`config.mk`:
```
export PLATFORM = sky130hd
export DESIGN_NAME = tpfa_ctrl
export DESIGN_NICKNAME = d
export VERILOG_FILES = /design/src/sv/two_region_page_free_list_allocator_assert.svh /design/src/sv/tpfa_pkg.sv /design/src/sv/tpfa_ctrl.sv
export SDC_FILE = /design/constraint.sdc
export NUM_CORES = 1
export LEC_CHECK = 0
export BUFFER_PORTS_ARGS = -buffer_cell sky130_fd_sc_hd__buf_4
export CAP_MARGIN = 20
export CORE_AREA = 2 2 39 41
export CTS_CLUSTER_DIAMETER = 120
export DETAILED_ROUTE_END_ITERATION = 10
export DIE_AREA = 0 0 41 43
export HOLD_SLACK_MARGIN = 0.15
export PLACE_DENSITY = 0.41
export SYNTH_ARGS = -nofsm -noshare
export SYNTH_HDL_FRONTEND = slang
export SYNTH_SLANG_ARGS = --single-unit
```
`constraint.sdc`:
```
create_clock -name aclk -period 1.3 [get_ports aclk]
set_input_delay 0.13 -clock aclk [delete_from_list [all_inputs] [get_ports aclk]]
set_output_delay 0.13 -clock aclk [all_outputs]
set_load 0.01 [all_outputs]
```
`src/sv/two_region_page_free_list_allocator_assert.svh`:
```
// Assertion macros used by the page allocator datapath.
`ifndef TWO_REGION_PAGE_FREE_LIST_ALLOCATOR_ASSERT_SVH
`define TWO_REGION_PAGE_FREE_LIST_ALLOCATOR_ASSERT_SVH
`ifndef SYNTHESIS
// Same-cycle implication, disabled while reset is asserted.
`define TPFA_ASSERT_IMP(lbl, clk, rstn, ante, cons) \
    lbl: assert property (@(posedge clk) disable iff (!(rstn)) (ante) |-> (cons)) \
        else $error("allocator assertion failed");
// Next-cycle implication, disabled while reset is asserted.
`define TPFA_ASSERT_NXT(lbl, clk, rstn, ante, cons) \
    lbl: assert property (@(posedge clk) disable iff (!(rstn)) (ante) |=> (cons)) \
        else $error("allocator assertion failed");
`else
`define TPFA_ASSERT_IMP(lbl, clk, rstn, ante, cons)
`define TPFA_ASSERT_NXT(lbl, clk, rstn, ante, cons)
`endif
`endif

```
`src/sv/tpfa_pkg.sv`:
```
// Shared types and constants of the two-region page allocator.
`timescale 1ns / 1ps
package tpfa_pkg;

    localparam int ADDR_W     = 40;
    localparam int PAGE_SHIFT = 12;
    localparam int PW         = ADDR_W - PAGE_SHIFT;
    localparam int CNT_OUT_W  = 16;
    localparam int KP_W       = 11;

    localparam logic [PW-1:0]   PAGE_MAX       = '1;
    localparam logic [KP_W-1:0] KERN_PAGES_RST = 11'd1024;

    // Configuration register indexes
    localparam logic [1:0] CFG_ALLOC_BEGIN = 2'd0;
    localparam logic [1:0] CFG_ALLOC_END   = 2'd1;
    localparam logic [1:0] CFG_KERN_PAGES  = 2'd2;

    typedef enum logic [1:0] {
        MODE_ALLOC = 2'd0,
        MODE_FREE  = 2'd1,
        MODE_INIT  = 2'd2,
        MODE_NOP   = 2'd3
    } mode_t;

    typedef enum logic [1:0] {
        STAT_OK       = 2'd0,
        STAT_OOM      = 2'd1,
        STAT_BAD_ADDR = 2'd2,
        STAT_FULL     = 2'd3
    } stat_t;

    typedef enum logic [2:0] {
        S_IDLE,
        S_EXEC,
        S_SIZE,
        S_FILL,
        S_FIN
    } state_t;

    typedef struct packed {
        logic accept;
        logic exec;
        logic size;
        logic fill;
        logic finish;
    } ctrl_cmd_t;

    typedef struct packed {
        logic is_init;
        logic fill_done;
        logic out_free;
    } dp_sts_t;

    // Clamp a page bound to the page-number range.
    function automatic logic [PW-1:0] sat_page(input logic [PW+1:0] v);
        return (v > (PW+2)'(PAGE_MAX)) ? PAGE_MAX : v[PW-1:0];
    endfunction

endpackage

```
`src/sv/tpfa_ctrl.sv`:
```
// Controller state machine of the page allocator.
`timescale 1ns / 1ps
module tpfa_ctrl
    import tpfa_pkg::*;
(
    input  logic      aclk,
    input  logic      aresetn,
    input  logic      s_valid,
    output logic      s_ready,
    input  dp_sts_t   sts,
    output ctrl_cmd_t cmd
);

    state_t state_reg, state_next;

    always_ff @(posedge aclk) begin
        if (!aresetn) begin
            state_reg <= S_IDLE;
        end else begin
            state_reg <= state_next;
        end
    end

    always_comb begin
        state_next = state_reg;
        unique case (state_reg)
            S_IDLE: if (s_valid) state_next = S_EXEC;
            S_EXEC: state_next = sts.is_init ? S_SIZE : S_FIN;
            S_SIZE: state_next = S_FILL;
            S_FILL: if (sts.fill_done) state_next = S_FIN;
            S_FIN:  if (sts.out_free) state_next = S_IDLE;
            default: state_next = S_IDLE;
        endcase
    end

    always_comb begin
        s_ready = 1'b0;
        cmd     = '0;
        unique case (state_reg)
            S_IDLE: begin
                s_ready    = 1'b1;
                cmd.accept = s_valid;
            end
            S_EXEC: cmd.exec   = 1'b1;
            S_SIZE: cmd.size   = 1'b1;
            S_FILL: cmd.fill   = !sts.fill_done;
            S_FIN:  cmd.finish = sts.out_free;
            default: begin
            end
        endcase
    end

endmodule

```
==> qor.yml, run 1 <==
status: "finished clean"
largest_register_ffs: 3
final_antenna_net_count: 0
intPower_uw: 259
synth_compound_gate_area_share_pct: 7.18
clock_sinks: 3
num_rows: 14
power_frac_seq_pct: 31.5
finalMaxSlewViolations: 0
slew_headroom_pct: 80.0
drive_gt1_share_pct: 55.3
initial_core_util_pct: 16.4
endpoint_kind: "output port"
cts_inserted_buffers: 3
crit_type: "reg -> out"
grtUsageTotal_pct: 7.22
postLayoutCoreUtil_pct: 26.0
fmax_ghz: 0.801
syn_area_um2: 226
dp_slack_ns: 0.130
drt_iter0_drc: 3
critPathRequiredTime_ns: 1.17
start_kind: "register"
dr.pass1.iters: 2
grt_pass1_vias: 206
clkPwrFrac_pct: 48.0
cap_violations: 0
drt-total-wl_um: 517
die_h_um: 43
cts_tree: "done"
synth_top_family_by_area: "simple AND/OR/NAND/NOR gates"
synthAdderAreaFrac_pct: 0
ys_ff_latch: 3
synth_nets: 30
vdd_drop_max_v: 0.000412
synthMuxAreaShare_pct: 0
dp.cells: 49
cts-root-buf: "clkbuf_4"
nets: 45
cp.arrival_ns: 1.12
holdWs_ns: 0.170
pwr_density_cell_nw_per_um2: 1010
grt_remaining_overflow: 0
yosysWarnings: 0
ys_types: 16
power_frac_comb_pct: 20.5
wl_per_cell_um: 9.57
tightest_slew_ns: 0.298
rsz0062_at_grt: "no"
vias_per_cell: 4.30
io_pins: 12
setup_tns_ns: 0
clk_latency_ns: 0.25
hold_viol_final: 0
period_share_pct: 96.0
vias: 232
cts_buffer_depth: 2
fin_cells: 54
die_area_um2: 1760
antenna_found_initial: 0
fillers: 161
grt_pass1_wl_um: 800
power.switching_uw: 103
cts_htree_levels: 1
synthSimpleGateAreaFrac_pct: 54.7
grt_start_max_net_pins: 12
coreArea_um2: 1380
drc: 0
holdCritPathClass: "in -> reg"
period_minus_slack_ns: 1.25
clk_pin_slew_ns: 0.04
p_leak_uw: 0.000143
die_x_um: 41
r2r_setup_slack_ns: 0.29
synth_xor_area_share_pct: 0
skew_ns: 0.00847
synthToLayoutAreaGrowth_pct: 59.1
switching_share_pct: 28.4
seq_area_frac_synth_pct: 26.5
layout_setup_ws_ns: 0.0514
avgSynthCellArea_um2: 9.44
port_buffers: 11
gp_congestion: 0.707
path_max_fanout: 7
diodes: 0
setup_violations: 0
syn_inst: 24
hpwl_um: 385
==> routing by layer <==
layer / track usage, % / vias up / share of wire, %
li1: - / 115 / -
met1: 7.37 / 108 / 39
met2: 10.6 / 7 / 53
met3: 0 / 2 / 3.3
met4: 10.0 / 0 / 5.2
met5: 0 / - / 0
==> power groups by stage <==
stage	logic, µW	registers, µW	clock network, µW
3_5_place_dp	70.9	114	0
4_1_cts	74.6	115	182
3_3_place_gp	71.1	115	0
5_1_grt	81.2	116	187
6_report	74.2	114	174
2_1_floorplan	52.8	103	0
==> worst paths after layout <==
check	end	cells past startpoint	from
min reg2reg	state_reg[1]$_SDFFE_PN0P_	2	state_reg[1]$_SDFFE_PN0P_
max	cmd[0]	3	state_reg[2]$_SDFFE_PN0P_
min	state_reg[0]$_SDFFE_PN0P_	3	s_valid
max reg2reg	state_reg[2]$_SDFFE_PN0P_	3	state_reg[1]$_SDFFE_PN0P_
==> cell type report <==
| class | instances | area (µm²) | share of cell area [%] |
|---|---|---|---|
| inverter | 1 | 3.75 | 1.04 |
| timing repair buffer | 12 | 92.6 | 25.7 |
| clock buffer | 4 | 26.3 | 7.29 |
| multi-input combinational | 18 | 151 | 42.0 |
| tap | 16 | 20.0 | 5.56 |
| sequential | 3 | 66.3 | 18.4 |
==> cell families (layout without fill, tap and decap cells) <==
family                 count (synthesis)  count (layout)
DFF                                    3               3
buffers and inverters                  3              17
and+or+nand+nor                       15              15
AOI/OAI and AO/OA                      3               3
==> Yosys cell counts (all sizes together) <==
cell type,count,area [µm²]
a21oi,2,10.0
a31oi,1,6.26
and2,1,6.26
and4bb,1,12.5
buf,2,22.5
dfxtp,3,60.1
inv,1,3.75
nand2,3,11.3
nand2b,2,12.5
nand3b,1,7.51
nor3,1,5.00
nor3b,2,15.0
nor4,1,6.26
nor4b,3,47.5
==> through the flow <==
step                      total power, µW  cell area (µm²)
after floorplan                       156              226
after global placement                186              307
after detailed placement              185              307
after CTS                             372              353
after global routing                  385              360
final                                 362              360
==> layout by cell type (no fill, tap or decap) <==
| cell type | instances |
|---|---|
| buf_4 | 11 |
| nand2_1 | 3 |
| clkbuf_4 | 3 |
| nor3b_1 | 2 |
| nor4b_2 | 2 |
| nand2b_1 | 2 |
| a21oi_1 | 2 |
| dfxtp_2 | 2 |
| nor3_2 | 1 |
| and4bb_1 | 1 |
| inv_1 | 1 |
| and2_1 | 1 |
| nand3b_1 | 1 |
| nor4_1 | 1 |
| nor4b_4 | 1 |
| a31oi_1 | 1 |
| clkbuf_1 | 1 |
| dlygate4sd3_1 | 1 |
| dfxtp_4 | 1 |
==> critical path, stage by stage (launching register included) <==
cell	delay [ns]
dfxtp_4	0.37
inv_1	0.08
nor4b_2	0.27
buf_4	0.16
==> timing repair <==
item	in CTS	in global routing
pin swaps	0	0
endpoints found under the hold margin	1	0
buffers inserted	0	0
setup endpoints to repair	4	2
gates resized for setup	4	2
hold buffers	1	0
Power figures use the tool's default switching activity.
==> run 2, diff against run 1 <==
==> constraint.sdc (replaced) <==
create_clock -name aclk -period 1.3 [get_ports aclk]
set_input_delay 0.26 -clock aclk [delete_from_list [all_inputs] [get_ports aclk]]
set_output_delay 0.26 -clock aclk [all_outputs]
set_load 0.01 [all_outputs]
==> run 2 against run 1 <==
Count of clock-buffer cells in the layout unchanged. Die area is the same. Maximum frequency fell by 3.6%. Register-to-register slack worse by 0.18 ns. Combinational power is 37% higher. Hold slack improved by 0.14 ns. Critical path type unchanged.
==> qor.yml, run 2 (same netlist as run 1, synthesis figures left out) <==
hold_viol_final: 0
cts_buffer_depth: 2
cts-root-buf: "clkbuf_4"
final_antenna_net_count: 0
gp_congestion: 0.720
p_leak_uw: 0.000179
vias: 256
power_frac_comb_pct: 27.4
critPathSlowestCell: "dfxtp_4"
slew_headroom_pct: 77.7
grt_remaining_overflow: 0
switching_share_pct: 27.0
drt-total-wl_um: 645
grtUsageTotal_pct: 7.92
hold_start: "s_valid"
coreArea_um2: 1380
dp.cells: 50
port_buffers: 11
crit_type: "reg -> out"
multi_input_area_um2: 170
pwr_density_cell_nw_per_um2: 900
drive_gt1_share_pct: 71.4
status: "finished clean"
diodes: 0
drc: 0
hold_buffers: 0
clkPwrFrac_pct: 43.4
period_minus_slack_ns: 1.29
crit_path_max_incr_delay_ns: 0.36
setup_violations: 0
endpoint_kind: "output port"
cp_top_family: "flip-flops"
die_h_um: 43
power.switching_uw: 101
nets: 49
path_max_fanout: 6
intPower_uw: 272
power_frac_seq_pct: 29.2
holdCritPathClass: "in -> reg"
wl_per_cell_um: 11.1
layout_common_cells: "buf_4 (12), nand2_1 (3), clkbuf_4 (3), dfxtp_4 (3)"
vdd_drop_max_v: 0.000579
grt_pass1_wl_um: 917
reg2regPathDepth: 4
finalMaxSlewViolations: 0
fmax_ghz: 0.772
grt_start_max_net_pins: 12
timing.rr.start: "state_reg[0]$_SDFFE_PN0P_"
dr.pass1.iters: 1
cts_tree: "done"
cts_inserted_buffers: 3
hold-path-endpoint: "state_reg[0]$_SDFFE_PN0P_"
clock_sinks: 3
initial_core_util_pct: 16.4
fillers: 157
antenna_found_initial: 0
cap_violations: 0
die_x_um: 41
clk_latency_ns: 0.23
drt_iter0_drc: 0
vias_per_cell: 4.41
critical_path_cell_count: 3
r2r_setup_slack_ns: 0.11
postLayoutCoreUtil_pct: 29.9
cts_htree_levels: 1
synthToLayoutAreaGrowth_pct: 82.9
largest_register_ffs: 3
num_rows: 14
critPathRequiredTime_ns: 1.04
rsz0062_at_grt: "yes"
whs_path_depth: 3
start_kind: "register"
skew_ns: 0.00190
grt_pass1_vias: 217
clk_pin_slew_ns: 0.03
r2r-end: "state_reg[2]$_SDFFE_PN0P_"
tightest_slew_ns: 0.332
die_area_um2: 1760
period_share_pct: 99.6
fin_cells: 58
seq_area_um2: 71.3
path_buf_inv: 1
final_common_cell: "buf_4"
cp_cell_sequence: "nor3_4 -> and2_4 -> buf_6"
cp.arrival_ns: 1.03
io_pins: 12
[run 2: worst register-to-register path, delay by kind of cell, from the launching register on]
family / cells / cell delay [ns]
buf+inv: 2 / 0.31
flops: 1 / 0.36
simple gates: 2 / 0.40
[run 2: final cells by class]
type / count / share of cell area (%)
Sequential cell: 3 / 17.2
Tap cell: 16 / 4.83
Clock buffer: 4 / 6.34
Inverter: 1 / 0.906
Multi-Input combinational cell: 18 / 41.1
Timing Repair Buffer: 16 / 29.6
[run 2: how the worst max path moves through the flow]
stage                              startpoint     end
floorplan           state_reg[1]$_SDFFE_PN0P_  cmd[4]
global route        state_reg[0]$_SDFFE_PN0P_  cmd[4]
detailed placement  state_reg[2]$_SDFFE_PN0P_  cmd[0]
finish              state_reg[0]$_SDFFE_PN0P_  cmd[4]
CTS                 state_reg[1]$_SDFFE_PN0P_  cmd[4]
global placement    state_reg[1]$_SDFFE_PN0P_  cmd[4]
[run 2: per-layer routing]
layer	vias up	global-route usage (%)	wire (µm)
met4	0	2.00	0
met2	9	10.0	353
li1	123	-	-
met1	124	10.3	257
met3	0	6.28	34
met5	-	0	0
[run 2: per-stage QoR]
stage	worst slack [ns]	power [µW]	TNS, ns	area (µm²)	hold WS (ns)
2_1_floorplan	0.0653	156	0	226	0.407
3_3_place_gp	0.0678	189	0	314	0.556
3_5_place_dp	0.0542	188	0	314	0.554
4_1_cts	-0.0116	358	-0.0228	373	0.303
5_1_grt	-0.0500	401	-0.0915	414	0.312
6_report	0.00523	373	0	414	0.310
[run 2: what timing repair did]
action | in CTS | in global routing
gates resized for setup | 10 | 5
pin swaps | 2 | 3
buffers inserted | 0 | 4
setup endpoints to repair | 6 | 5
[run 2: power by group through the flow]
stage	Clock, µW	Combinational, µW	Sequential [µW]
6_report	162	102	109
5_1_grt	181	110	110
4_1_cts	167	78.1	113
3_5_place_dp	0	74.3	114
3_3_place_gp	0	75.0	114
2_1_floorplan	0	52.8	103
==> run 3, diff against run 2 <==
Settings changed: CELL_PAD_IN_SITES_DETAIL_PLACEMENT set to 2, CELL_PAD_IN_SITES_GLOBAL_PLACEMENT set to 2, PLACE_DENSITY 0.41 to 0.62.
==> run 3 against run 2 <==
The flow now finishes with violations (negative setup slack). Critical path type unchanged. Critical endpoint is now cmd[3]. Largest cell class unchanged. First-iteration DRC count unchanged. Highest routed layer unchanged. Clock skew about the same. Routed wire length increased by 13%. Hold slack improved by 0.0051 ns.
==> qor.yml, run 3 (same netlist as run 1, synthesis figures left out) <==
status: "finished, violations left"
violations: "negative setup slack"
die_area_um2: 1760
cts_tree: "done"
cts_htree_levels: 1
grtUsageTotal_pct: 8.92
die_x_um: 41
hold_viol_final: 0
gp_congestion: 0.721
cp_top_family: "flip-flops"
vias_per_cell: 4.30
switching_share_pct: 27.0
fmax_ghz: 0.756
initial_core_util_pct: 16.4
setup_violations: 2
nets: 51
layout_common_cells: "buf_4 (16), nand2_1 (3), clkbuf_4 (3), dfxtp_4 (3)"
grt_remaining_overflow: 0
holdCritPathClass: "in -> reg"
crit_type: "reg -> out"
pwr_density_cell_nw_per_um2: 858
skew_ns: 0.00170
place_area_um2: 307
tightest_slew_ns: 0.306
cap_violations: 0
grt_start_max_net_pins: 12
power.switching_uw: 102
drive_gt1_share_pct: 72.7
drc: 0
coreArea_um2: 1380
hold_buffers: 0
endpoint_kind: "output port"
grt_pass1_wl_um: 1060
period_share_pct: 102
rsz0062_at_grt: "yes"
diodes: 0
path_buf_inv: 2
vias: 258
final_area_um2: 439
final_common_cell: "buf_4"
layout_setup_ws_ns: -0.0223
dp.cells: 49
dr.pass1.iters: 1
slew_headroom_pct: 79.4
vdd_drop_max_v: 0.000441
final_antenna_net_count: 0
period_minus_slack_ns: 1.32
power_frac_seq_pct: 29.9
clk_pin_slew_ns: 0.04
p_leak_uw: 0.000193
clk_latency_ns: 0.23
cts_buffer_depth: 2
wl_per_cell_um: 12.2
drt_iter0_drc: 0
fillers: 166
largest_register_ffs: 3
crit_top_cell: "buf_4"
crit_path_max_incr_delay_ns: 0.36
io_pins: 12
critPathSlowestCell: "dfxtp_4"
path_max_fanout: 5
cp.arrival_ns: 1.06
antenna_found_initial: 0
num_rows: 14
cts-root-buf: "clkbuf_4"
finalMaxSlewViolations: 0
hpwl_um: 486
start_kind: "register"
critPathRequiredTime_ns: 1.04
cp_cell_sequence: "buf_4 -> nor3b_2 -> buf_4"
drt-total-wl_um: 729
port_buffers: 11
grt_pass1_vias: 253
clock_sinks: 3
synthToLayoutAreaGrowth_pct: 93.9
die_h_um: 43
cts_inserted_buffers: 3
clkPwrFrac_pct: 42.2
fin_cells: 60
intPower_uw: 275
power_frac_comb_pct: 27.9
==> run 3: stage by stage <==
step	power, µW	setup WS [ns]	hold WS, ns	utilization, %	setup TNS, ns
2_1_floorplan	156	0.0653	0.407	-	0
3_3_place_gp	186	0.0296	0.558	22.2	0
3_5_place_dp	189	-0.0339	0.556	22.2	-0.0339
4_1_cts	358	-0.0399	0.304	27.3	-0.113
5_1_grt	408	-0.0887	0.325	31.7	-0.279
6_report	377	-0.0223	0.315	31.7	-0.0281
==> run 3: layout make-up <==
type / count / area (µm²) / area share, %
Multi-Input combinational cell: 18 / 179 / 40.7
Timing Repair Buffer: 18 / 136 / 31.1
Sequential cell: 3 / 71.3 / 16.2
Clock buffer: 4 / 26.3 / 5.98
Tap cell: 16 / 20.0 / 4.56
Inverter: 1 / 6.26 / 1.42
==> run 3: repair_timing <==
| action | 4_1_cts | 5_1_grt |
|---|---|---|
| resized for setup | 8 | 8 |
| pin swaps | 1 | 3 |
| setup endpoints to repair | 6 | 5 |
| setup buffers | 3 | 4 |
==> run 3: worst paths after layout <==
| check | from | to | slack, ns | cells past startpoint |
|---|---|---|---|---|
| worst min-delay path | aresetn | state_reg[0]$_SDFFE_PN0P_ | 0.31 | 3 |
| worst min register to register | state_reg[1]$_SDFFE_PN0P_ | state_reg[0]$_SDFFE_PN0P_ | 0.57 | 2 |
| worst max-delay path | state_reg[2]$_SDFFE_PN0P_ | cmd[3] | -0.02 | 3 |
| worst max register to register | state_reg[1]$_SDFFE_PN0P_ | state_reg[2]$_SDFFE_PN0P_ | 0.09 | 4 |
==> run 3: power groups by stage <==
stage | combinational [µW] | clock, µW | sequential [µW]
2_1_floorplan | 52.8 | 0 | 103
3_3_place_gp | 70.9 | 0 | 115
3_5_place_dp | 73.2 | 0 | 116
4_1_cts | 79.4 | 165 | 113
5_1_grt | 115 | 179 | 114
6_report | 105 | 159 | 113
==> run 3: routing by layer <==
layer	global-route usage, %	routed length, µm	part of all wire (%)	up-vias
met5	0	0	0	-
met4	6.00	0	0	0
met3	1.57	47	6.4	0
met2	11.9	395	54	8
met1	12.5	286	39	124
li1	-	-	-	126
==> run 3: worst min-delay path, cell delays in order <==
cell	delay [ns]
buf_4	0.11
nand2_1	0.09
a21oi_1	0.04
